<file path="src/cpd_pkg.sv">
// ----------------------------------------------------------------------------
// cpd_pkg
// Shared types and constants of the CRC16 packet deframer.
// ----------------------------------------------------------------------------
package cpd_pkg;

   // configuration port
   localparam int CSR_IDX_W  = 2;
   localparam int CSR_DATA_W = 16;

   localparam logic [CSR_IDX_W-1:0] CSR_START_BYTE    = 2'd0;
   localparam logic [CSR_IDX_W-1:0] CSR_MAX_LENGTH    = 2'd1;
   localparam logic [CSR_IDX_W-1:0] CSR_TIMEOUT_TICKS = 2'd2;

   localparam logic [7:0]  START_BYTE_RST    = 8'h5A;
   localparam logic [8:0]  MAX_LENGTH_RST    = 9'd256;
   localparam logic [15:0] TIMEOUT_TICKS_RST = 16'd100;

   // payload limit
   localparam int MAX_DATA_DEF = 256;

   // CRC16-CCITT
   localparam logic [15:0] CRC_POLY = 16'h1021;
   localparam logic [15:0] CRC_INIT = 16'hFFFF;

   // result kinds and status codes
   localparam logic       KIND_DATA   = 1'b0;
   localparam logic       KIND_STATUS = 1'b1;

   localparam logic [2:0] ST_OK        = 3'd0;
   localparam logic [2:0] ST_TIMEOUT   = 3'd1;
   localparam logic [2:0] ST_BAD_START = 3'd2;
   localparam logic [2:0] ST_TOO_LONG  = 3'd3;
   localparam logic [2:0] ST_CRC_BAD   = 3'd4;

   typedef struct packed {
      logic [7:0]  start_byte;
      logic [8:0]  max_length;
      logic [15:0] timeout_ticks;
   } cfg_type;

   typedef struct packed {
      logic        out_kind;
      logic [7:0]  data_byte;
      logic [7:0]  data_index;
      logic [7:0]  command;
      logic [15:0] frame_length;
      logic [2:0]  status;
   } rsp_type;

endpackage

</file>
<file path="src/cpd_if.sv">
// ----------------------------------------------------------------------------
// cpd_req_if / cpd_rsp_if
// Valid/ready channels of the deframer: received words in, results out.
// ----------------------------------------------------------------------------
interface cpd_req_if;
   logic       valid;
   logic       ready;
   logic       is_tick;
   logic [7:0] rx_byte;

   modport source (output valid, output is_tick, output rx_byte, input ready);
   modport sink   (input valid, input is_tick, input rx_byte, output ready);
endinterface

interface cpd_rsp_if;
   logic        valid;
   logic        ready;
   logic        out_kind;
   logic [7:0]  data_byte;
   logic [7:0]  data_index;
   logic [7:0]  command;
   logic [15:0] frame_length;
   logic [2:0]  status;

   modport source (output valid, output out_kind, output data_byte, output data_index,
                   output command, output frame_length, output status, input ready);
   modport sink   (input valid, input out_kind, input data_byte, input data_index,
                   input command, input frame_length, input status, output ready);
endinterface

</file>
<file path="src/crc16_packet_deframer_core.sv">
// ----------------------------------------------------------------------------
// crc16_packet_deframer_core
// Frame parser with CRC16-CCITT check, data pass-through and tick timeout.
// ----------------------------------------------------------------------------
// Takes one word per clock unless a result stalls: a received byte or a time
// tick. Each word is parsed in the cycle it is accepted and its result, if
// any, appears in the output register on the next cycle. req.ready is high
// whenever the output register is empty or is being drained in the same
// cycle; a stalled result holds input only while rsp.ready is low. Data
// bytes come out as they arrive; the status word that closes the frame
// tells the consumer whether to keep them.
module crc16_packet_deframer_core
   import cpd_pkg::*;
#(
   parameter int MAX_DATA = MAX_DATA_DEF
) (
   input  logic                  clock,
   input  logic                  reset,
   cpd_req_if.sink               req,
   cpd_rsp_if.source             rsp,
   input  logic                  csr_we,
   input  logic [CSR_IDX_W-1:0]  csr_index,
   input  logic [CSR_DATA_W-1:0] csr_wdata
);

   cfg_type cfg_ff;
   logic    out_valid_ff, out_valid_in;
   rsp_type out_ff;
   logic    accept;
   logic    res_valid;
   rsp_type res;

   // configuration registers
   always_ff @(posedge clock) begin
      if (reset) begin
         cfg_ff.start_byte    <= START_BYTE_RST;
         cfg_ff.max_length    <= MAX_LENGTH_RST;
         cfg_ff.timeout_ticks <= TIMEOUT_TICKS_RST;
      end else if (csr_we) begin
         case (csr_index)
            CSR_START_BYTE:    cfg_ff.start_byte    <= csr_wdata[7:0];
            CSR_MAX_LENGTH:    cfg_ff.max_length    <= csr_wdata[8:0];
            CSR_TIMEOUT_TICKS: cfg_ff.timeout_ticks <= csr_wdata[15:0];
            default: begin
            end
         endcase
      end
   end

   assign req.ready = !out_valid_ff || rsp.ready;
   assign accept    = req.valid && req.ready;

   cpd_parser #(
      .MAX_DATA (MAX_DATA)
   ) u_parser (
      .clock     (clock),
      .reset     (reset),
      .cfg       (cfg_ff),
      .accept    (accept),
      .is_tick   (req.is_tick),
      .rx_byte   (req.rx_byte),
      .res_valid (res_valid),
      .res       (res)
   );

   // output register: load a new result, else drop the taken one
   assign out_valid_in = (accept && res_valid) ? 1'b1
                       : (rsp.ready ? 1'b0 : out_valid_ff);

   always_ff @(posedge clock) begin
      if (reset) begin
         out_valid_ff <= 1'b0;
      end else begin
         out_valid_ff <= out_valid_in;
      end
   end

   always_ff @(posedge clock) begin
      if (accept && res_valid) begin
         out_ff <= res;
      end
   end

   assign rsp.valid        = out_valid_ff;
   assign rsp.out_kind     = out_ff.out_kind;
   assign rsp.data_byte    = out_ff.data_byte;
   assign rsp.data_index   = out_ff.data_index;
   assign rsp.command      = out_ff.command;
   assign rsp.frame_length = out_ff.frame_length;
   assign rsp.status       = out_ff.status;

   a_ready_when_empty: assert property (@(posedge clock) disable iff (reset)
      !out_valid_ff |-> req.ready)
      else $error("input stalled with empty output register");

   a_status_no_data: assert property (@(posedge clock) disable iff (reset)
      out_valid_ff && (out_ff.out_kind == KIND_STATUS)
         |-> (out_ff.data_byte == 8'd0) && (out_ff.data_index == 8'd0))
      else $error("status word carries data fields");

   a_data_status_ok: assert property (@(posedge clock) disable iff (reset)
      out_valid_ff && (out_ff.out_kind == KIND_DATA) |-> (out_ff.status == ST_OK))
      else $error("data word carries a status code");

   a_result_lands: assert property (@(posedge clock) disable iff (reset)
      accept && res_valid |=> out_valid_ff)
      else $error("result lost on its way to the output register");

endmodule

</file>
<file path="src/cpd_crc.sv">
// ----------------------------------------------------------------------------
// cpd_crc
// One byte of CRC16-CCITT (MSB first), unrolled over eight bit steps.
// ----------------------------------------------------------------------------
module cpd_crc
   import cpd_pkg::*;
(
   input  logic [15:0] crc_in,
   input  logic [7:0]  data,
   output logic [15:0] crc_out
);

   always_comb begin
      logic [15:0] acc;
      acc = crc_in ^ {data, 8'h00};
      for (int i = 0; i < 8; i++) begin
         if (acc[15]) begin
            acc = {acc[14:0], 1'b0} ^ CRC_POLY;
         end else begin
            acc = {acc[14:0], 1'b0};
         end
      end
      crc_out = acc;
   end

endmodule

</file>
<file path="src/cpd_parser.sv">
// ----------------------------------------------------------------------------
// cpd_parser
// Frame state machine: tracks phase, CRC, header fields and idle ticks, and
// forms at most one result per accepted word.
// ----------------------------------------------------------------------------
module cpd_parser
   import cpd_pkg::*;
#(
   parameter int MAX_DATA = MAX_DATA_DEF
) (
   input  logic       clock,
   input  logic       reset,
   input  cfg_type    cfg,
   input  logic       accept,
   input  logic       is_tick,
   input  logic [7:0] rx_byte,
   output logic       res_valid,
   output rsp_type    res
);

   localparam int CNT_BITS = $clog2(MAX_DATA + 1);
   localparam int CNT_W    = (CNT_BITS > 8) ? CNT_BITS : 8;
   localparam logic [16:0] MAX_DATA_L = 17'(MAX_DATA);

   localparam logic [2:0] PH_IDLE   = 3'd0;
   localparam logic [2:0] PH_CMD    = 3'd1;
   localparam logic [2:0] PH_LEN_LO = 3'd2;
   localparam logic [2:0] PH_LEN_HI = 3'd3;
   localparam logic [2:0] PH_DATA   = 3'd4;
   localparam logic [2:0] PH_CRC_LO = 3'd5;
   localparam logic [2:0] PH_CRC_HI = 3'd6;

   logic [2:0]       phase_ff, phase_in;
   logic [15:0]      crc_ff, crc_in;
   logic [7:0]       cmd_ff, cmd_in;
   logic [15:0]      len_ff, len_in;
   logic [CNT_W-1:0] cnt_ff, cnt_in;
   logic [7:0]       crc_lo_ff, crc_lo_in;
   logic [15:0]      idle_ff, idle_in;

   logic [15:0]      crc_next;
   logic [15:0]      idle_inc;
   logic [15:0]      len_full;
   logic [16:0]      limit;
   logic [CNT_W-1:0] cnt_inc;
   logic             in_frame;

   cpd_crc u_crc (
      .crc_in  (crc_ff),
      .data    (rx_byte),
      .crc_out (crc_next)
   );

   assign in_frame = (phase_ff >= PH_CMD) && (phase_ff <= PH_CRC_HI);
   assign idle_inc = (idle_ff == 16'hFFFF) ? idle_ff : idle_ff + 16'd1;
   assign len_full = {rx_byte, len_ff[7:0]};
   assign limit    = ({8'd0, cfg.max_length} < MAX_DATA_L) ? {8'd0, cfg.max_length}
                                                             : MAX_DATA_L;
   assign cnt_inc  = cnt_ff + CNT_W'(1);

   always_comb begin
      phase_in  = phase_ff;
      crc_in    = crc_ff;
      cmd_in    = cmd_ff;
      len_in    = len_ff;
      cnt_in    = cnt_ff;
      crc_lo_in = crc_lo_ff;
      idle_in   = idle_ff;
      res_valid = 1'b0;
      res       = '0;
      res.out_kind     = KIND_STATUS;
      res.command      = in_frame ? cmd_ff : 8'd0;
      res.frame_length = in_frame ? len_ff : 16'd0;

      if (is_tick) begin
         idle_in = idle_inc;
         if (idle_inc >= cfg.timeout_ticks) begin
            idle_in    = '0;
            res_valid  = 1'b1;
            res.status = ST_TIMEOUT;
            phase_in   = PH_IDLE;
            crc_in     = CRC_INIT;
         end
      end else begin
         idle_in = '0;
         case (phase_ff)
            PH_CMD: begin
               cmd_in   = rx_byte;
               crc_in   = crc_next;
               phase_in = PH_LEN_LO;
            end
            PH_LEN_LO: begin
               len_in   = {8'd0, rx_byte};
               crc_in   = crc_next;
               phase_in = PH_LEN_HI;
            end
            PH_LEN_HI: begin
               len_in = len_full;
               crc_in = crc_next;
               if ({1'b0, len_full} > limit) begin
                  // end the frame at once, header echoed
                  res_valid        = 1'b1;
                  res.status       = ST_TOO_LONG;
                  res.frame_length = len_full;
                  phase_in         = PH_IDLE;
                  crc_in           = CRC_INIT;
               end else begin
                  cnt_in   = '0;
                  phase_in = (len_full == 16'd0) ? PH_CRC_LO : PH_DATA;
               end
            end
            PH_DATA: begin
               res_valid      = 1'b1;
               res.out_kind   = KIND_DATA;
               res.data_byte  = rx_byte;
               res.data_index = cnt_ff[7:0];
               crc_in         = crc_next;
               cnt_in         = cnt_inc;
               if (16'(cnt_inc) >= len_ff) begin
                  phase_in = PH_CRC_LO;
               end
            end
            PH_CRC_LO: begin
               crc_lo_in = rx_byte;
               phase_in  = PH_CRC_HI;
            end
            PH_CRC_HI: begin
               res_valid  = 1'b1;
               res.status = (crc_ff == {rx_byte, crc_lo_ff}) ? ST_OK : ST_CRC_BAD;
               phase_in   = PH_IDLE;
               crc_in     = CRC_INIT;
            end
            default: begin
               if (rx_byte == cfg.start_byte) begin
                  phase_in = PH_CMD;
                  crc_in   = CRC_INIT;
                  cmd_in   = '0;
                  len_in   = '0;
                  cnt_in   = '0;
               end else begin
                  res_valid  = 1'b1;
                  res.status = ST_BAD_START;
                  phase_in   = PH_IDLE;
                  crc_in     = CRC_INIT;
               end
            end
         endcase
      end
   end

   always_ff @(posedge clock) begin
      if (reset) begin
         phase_ff  <= PH_IDLE;
         crc_ff    <= CRC_INIT;
         cmd_ff    <= '0;
         len_ff    <= '0;
         cnt_ff    <= '0;
         crc_lo_ff <= '0;
         idle_ff   <= '0;
      end else if (accept) begin
         phase_ff  <= phase_in;
         crc_ff    <= crc_in;
         cmd_ff    <= cmd_in;
         len_ff    <= len_in;
         cnt_ff    <= cnt_in;
         crc_lo_ff <= crc_lo_in;
         idle_ff   <= idle_in;
      end
   end

endmodule

</file>
<file path="src/flat_wrapper.sv">
// flat-port wrapper written by rule: the top's interface ports become plain ports
module crc16_packet_deframer_core_flat import cpd_pkg::*;
#(
   parameter int MAX_DATA = MAX_DATA_DEF
)
  (clock, reset, csr_we, csr_index, csr_wdata, req_valid, req_is_tick, req_rx_byte, req_ready, rsp_valid, rsp_out_kind, rsp_data_byte, rsp_data_index, rsp_command, rsp_frame_length, rsp_status, rsp_ready);
  cpd_req_if req_i ();
  cpd_rsp_if rsp_i ();
  input  logic clock;
  input  logic reset;
  input  logic csr_we;
  input  logic [CSR_IDX_W-1:0] csr_index;
  input  logic [CSR_DATA_W-1:0] csr_wdata;
  input wire logic [$bits(req_i.valid)-1:0] req_valid;
  input wire logic [$bits(req_i.is_tick)-1:0] req_is_tick;
  input wire logic [$bits(req_i.rx_byte)-1:0] req_rx_byte;
  output wire logic [$bits(req_i.ready)-1:0] req_ready;
  output wire logic [$bits(rsp_i.valid)-1:0] rsp_valid;
  output wire logic [$bits(rsp_i.out_kind)-1:0] rsp_out_kind;
  output wire logic [$bits(rsp_i.data_byte)-1:0] rsp_data_byte;
  output wire logic [$bits(rsp_i.data_index)-1:0] rsp_data_index;
  output wire logic [$bits(rsp_i.command)-1:0] rsp_command;
  output wire logic [$bits(rsp_i.frame_length)-1:0] rsp_frame_length;
  output wire logic [$bits(rsp_i.status)-1:0] rsp_status;
  input wire logic [$bits(rsp_i.ready)-1:0] rsp_ready;
  assign req_i.valid = req_valid;
  assign req_i.is_tick = req_is_tick;
  assign req_i.rx_byte = req_rx_byte;
  assign req_ready = req_i.ready;
  assign rsp_valid = rsp_i.valid;
  assign rsp_out_kind = rsp_i.out_kind;
  assign rsp_data_byte = rsp_i.data_byte;
  assign rsp_data_index = rsp_i.data_index;
  assign rsp_command = rsp_i.command;
  assign rsp_frame_length = rsp_i.frame_length;
  assign rsp_status = rsp_i.status;
  assign rsp_i.ready = rsp_ready;
  crc16_packet_deframer_core #(.MAX_DATA(MAX_DATA)) u_core (.clock(clock), .reset(reset), .req(req_i), .rsp(rsp_i), .csr_we(csr_we), .csr_index(csr_index), .csr_wdata(csr_wdata));
endmodule
</file>
<file path="config.mk">
export PLATFORM = sky130hd
export DESIGN_NAME = crc16_packet_deframer_core_flat
export DESIGN_NICKNAME = d
export VERILOG_FILES = /design/src/cpd_pkg.sv /design/src/cpd_if.sv /design/src/crc16_packet_deframer_core.sv /design/src/cpd_crc.sv /design/src/cpd_parser.sv /design/src/flat_wrapper.sv
export SDC_FILE = /design/constraint.sdc
export NUM_CORES = 1
export LEC_CHECK = 0
export BUFFER_PORTS_ARGS = -buffer_cell sky130_fd_sc_hd__buf_2
export CELL_PAD_IN_SITES_DETAIL_PLACEMENT = 0
export CELL_PAD_IN_SITES_GLOBAL_PLACEMENT = 1
export CORE_MARGIN = 2
export CORE_UTILIZATION = 43
export CTS_CLUSTER_SIZE = 8
export DETAILED_ROUTE_END_ITERATION = 12
export GPL_TIMING_DRIVEN = 0
export PLACE_DENSITY_LB_ADDON = 0.1
export SYNTH_ARGS = -nofsm -noshare
export SYNTH_HDL_FRONTEND = slang
export SYNTH_HIERARCHICAL = 1
export SYNTH_SLANG_ARGS = --single-unit
</file>
<file path="constraint.sdc">
create_clock -name clock -period 7.6 [get_ports clock]
set_input_delay 0.76 -clock clock [delete_from_list [all_inputs] [get_ports clock]]
set_output_delay 0.76 -clock clock [all_outputs]
set_load 0.02 [all_outputs]
</file>
==> flow_summary.toml <==
[worst_setup_path]
startpoint_type = "register"
crit_path_start = "u_core/u_parser/idle_ff[0]$_SDFFE_PP0P_"
critPathMaxFanout = 10
endpoint_kind = "register"
rr_startpoint = "u_core/u_parser/idle_ff[0]$_SDFFE_PP0P_"
crit_path_cell_trace = "ha_1 > inv_1 > or4_1 > clkbuf_1 > o21ai_0 > ha_1 > and2_1 > a221o_1 > a2111oi_1 > clkbuf_1 > o211ai_1 > a21oi_1"
path_delay_family = "compound AO/OA/AOI/OAI gates"
critical_path_buf_inv_count = 3
crit_type = "reg -> reg"
critPathMaxStageDelay_ns = 0.96
slowest_stage = "a2111oi_1"
arrival_ns = 5.18
required_ns = 7.95

[route]
viasPerCell = 5.27
drc_errors = 0
routed_wl_mm = 21.2
drtPass1Iterations = 5
drt-initial-drc-count = 377
ant_nets = 0
num_vias = 6608
post_drt_wl_per_cell_um = 16.9

[grt]
grt_overflow = 0
grt_usage_pct = 21.2
grt_pass1_vias = 6236
grt_max_degree = 39
antenna_found_initial = 0
grt_pass1_wl_mm = 33.7

[min_path]
holdCritStartpoint = "u_core/cfg_ff[16]$_SDFFE_PP0P_"
min_path_type = "reg -> reg"

[clocking]
cts_tree = "yes"
cts_setup_buffers = 0
clk_latency_ns = 0.43
ctsHoldBuffers = 0
root_buffer = "clkbuf_16"
clock_path_buffers = 2
cts_sinks = 154
post_cts_resized = 0
numCtsBuffers = 17
clk_pin_slew_ns = 0.06
htree_levels = 4

[die]
placementRows = 51
fp.dieArea_um2 = 20700
io_pins = 78
core-area_um2 = 19300
die_width_um = 144
start_util_pct = 43.6
die_h_um = 144

[power_and_ir_drop]
internal-power_uw = 1410
leakage_uw = 0.00376
power.density_nw_per_um2 = 196
power_frac_comb_pct = 10.1
switching_share_pct = 26.4
p_sw_uw = 505
p_clk_share_pct = 44.0
seqPwrFrac_pct = 45.8
vdd_drop_max_mv = 0.168

[yosys]
synth.top_cell.area_share_pct = 26.1
seq_area_frac_synth_pct = 41.8
synthFlopType = "dfxtp_1"
yosysUniqueCellTypes = 73
ys_seq_elements = 154
syn_area_um2 = 8430
synthArstFlopShare_pct = 0
synth_enable_flop_cells = 44
netlist_top_cells_area = "dfxtp_1, edfxtp_1, ha_1"
yosysTopAreaCell = "dfxtp_1"
ys_warn_count = 6
syn_inst = 880
synth_nets = 953
syn_area_per_cell_um2 = 9.58

[cells_and_area]
area_growth_pct = 15.7
final_cells = 1253
insertedDiodeCount = 0
drive_gt1_share_pct = 14.8
fin_nets = 1048

[sta]
final.setup_skew_ns = 0.0145
worst_slew_pin_slew_ns = 1.19
relSlewSlack_pct = 20.5
period_needed_ns = 4.83
hold_violations = 0
setup_viol = 0
rsz0062_at_grt = "false"
fin_setup_tns_ns = 0
period_share_pct = 63.5
slew_viol_final = 0
fmax_mhz = 207

[placement]
dp_cells = 1221
hpwl_mm = 15.8
portBuffers = 75
gp_congestion = 0.860

[status]
status = "finished clean"

[run]
cap_violations = 0
-- layer usage --
layer,part of all wire (%),global-route usage [%],up-vias
met2,44,32.1,148
met4,1.3,6.55,0
met5,0,0,-
met1,51,31.2,3106
li1,-,-,3339
met3,3.6,3.01,15
-- Yosys cell counts (6+ instances only) --
cell / instances
xor2_1: 26
nand4_1: 14
mux2i_1: 34
nor3b_1: 8
a21oi_1: 35
nor4_1: 9
and2_1: 16
o211ai_1: 8
buf_2: 8
and3_1: 20
xnor2_1: 26
nor2_1: 72
o21a_1: 6
edfxtp_1: 44
a211oi_1: 9
dfxtp_1: 110
o22ai_1: 7
o21ai_0: 31
nor2b_1: 10
clkbuf_1: 38
nand2_1: 63
nand2b_1: 57
inv_1: 33
a31oi_1: 9
nand3_1: 12
o22a_1: 16
a22oi_1: 24
ha_1: 41
nor3_1: 18
-- per-stage QoR --
| step | cell area, µm² | hold slack (ns) | util (%) | worst slack [ns] | total power [µW] |
|---|---|---|---|---|---|
| 5_1_grt | 9750 | 0.490 | 50.4 | 2.53 | 1990 |
| 4_1_cts | 9750 | 0.472 | 50.4 | 2.87 | 1930 |
| 3_5_place_dp | 9170 | 0.462 | 47.4 | 2.89 | 1090 |
| 2_1_floorplan | 8430 | 0.444 | - | 2.18 | 1030 |
| 6_report | 9750 | 0.469 | 50.4 | 2.77 | 1910 |
| 3_3_place_gp | 9140 | 0.454 | 47.3 | 0.677 | 1090 |
-- cells by family (layout without fill, tap and decap cells) --
family	count (synthesis)	after routing	share of synthesized area (%)
compound gates	175	175	14.3
fa+ha+maj	41	41	6.08
buf+inv	84	192	4.13
flops	154	154	41.8
mux	37	37	4.44
simple gates	324	324	20.4
xor+xnor	65	65	8.90
-- worst reg2reg max path, delay by kind of cell (launching register included) --
kind / cells / cell delay [ns]
flip-flops: 1 / 0.46
adder cells (fa/ha/maj): 2 / 0.63
AND/OR/NAND/NOR: 2 / 0.69
buffers and inverters: 3 / 0.76
AO/OA/AOI/OAI: 5 / 2.21
-- placed cells by master (no fill, tap or decap), types with 7 or more instances in the layout --
master     count
a21oi_1       35
dfxtp_1      110
and2_1        16
o21ai_0       31
nand2_1       63
xor2_1        26
clkbuf_16     17
xnor2_1       26
o211ai_1       8
inv_1         33
nor3b_1        8
nor3_1        18
clkbuf_1      38
o22ai_1        7
a22oi_1       24
nand4_1       14
edfxtp_1      44
a31oi_1        9
nand2b_1      57
a211oi_1       9
and3_1        20
nand3_1       12
mux2i_1       34
ha_1          41
nor4_1         8
nor2_1        72
buf_2         83
nor2b_1        9
o22a_1        16
-- sequential cells by signal (all words and copies together) (netlist names) --
signal                     count
u_core/cfg_ff                 33
u_core/rsp.frame_length       16
u_core/u_parser/crc_ff        16
u_core/u_parser/idle_ff       16
u_core/u_parser/len_ff        16
u_core/u_parser/cnt_ff         9
u_core/rsp.command             8
u_core/rsp.data_byte           8
u_core/rsp.data_index          8
u_core/u_parser/cmd_ff         8
u_core/u_parser/crc_lo_ff      8
u_core/rsp.status              3
u_core/u_parser/phase_ff       3
u_core/rsp.out_kind            1
u_core/rsp.valid               1
-- layout make-up --
cell class                 count  area, µm²
multi-input combinational    642       4570
clock inverter                15        155
clock buffer                  17        425
tap                          265        332
inverter                      34        128
buffer                        50        220
fill                        1909       9580
timing repair buffer          76        395
sequential                   154       3520
-- final timing paths --
path / slack [ns] / end / depth (start not counted)
max: 2.77 / u_core/u_parser/idle_ff[10]$_SDFFE_PP0P_ / 12
min: 0.47 / u_core/cfg_ff[16]$_SDFFE_PP0P_ / 2
max reg2reg: 2.77 / u_core/u_parser/idle_ff[10]$_SDFFE_PP0P_ / 12
min reg2reg: 0.47 / u_core/cfg_ff[16]$_SDFFE_PP0P_ / 2
-- power groups by stage --
stage	registers (µW)	logic, µW	clock network (µW)
CTS	877	195	863
global route	879	213	894
finish	877	194	842
detailed placement	895	194	0
floorplan	909	118	0
global placement	896	192	0
Note: power is estimated with default switching activity, not from simulation.
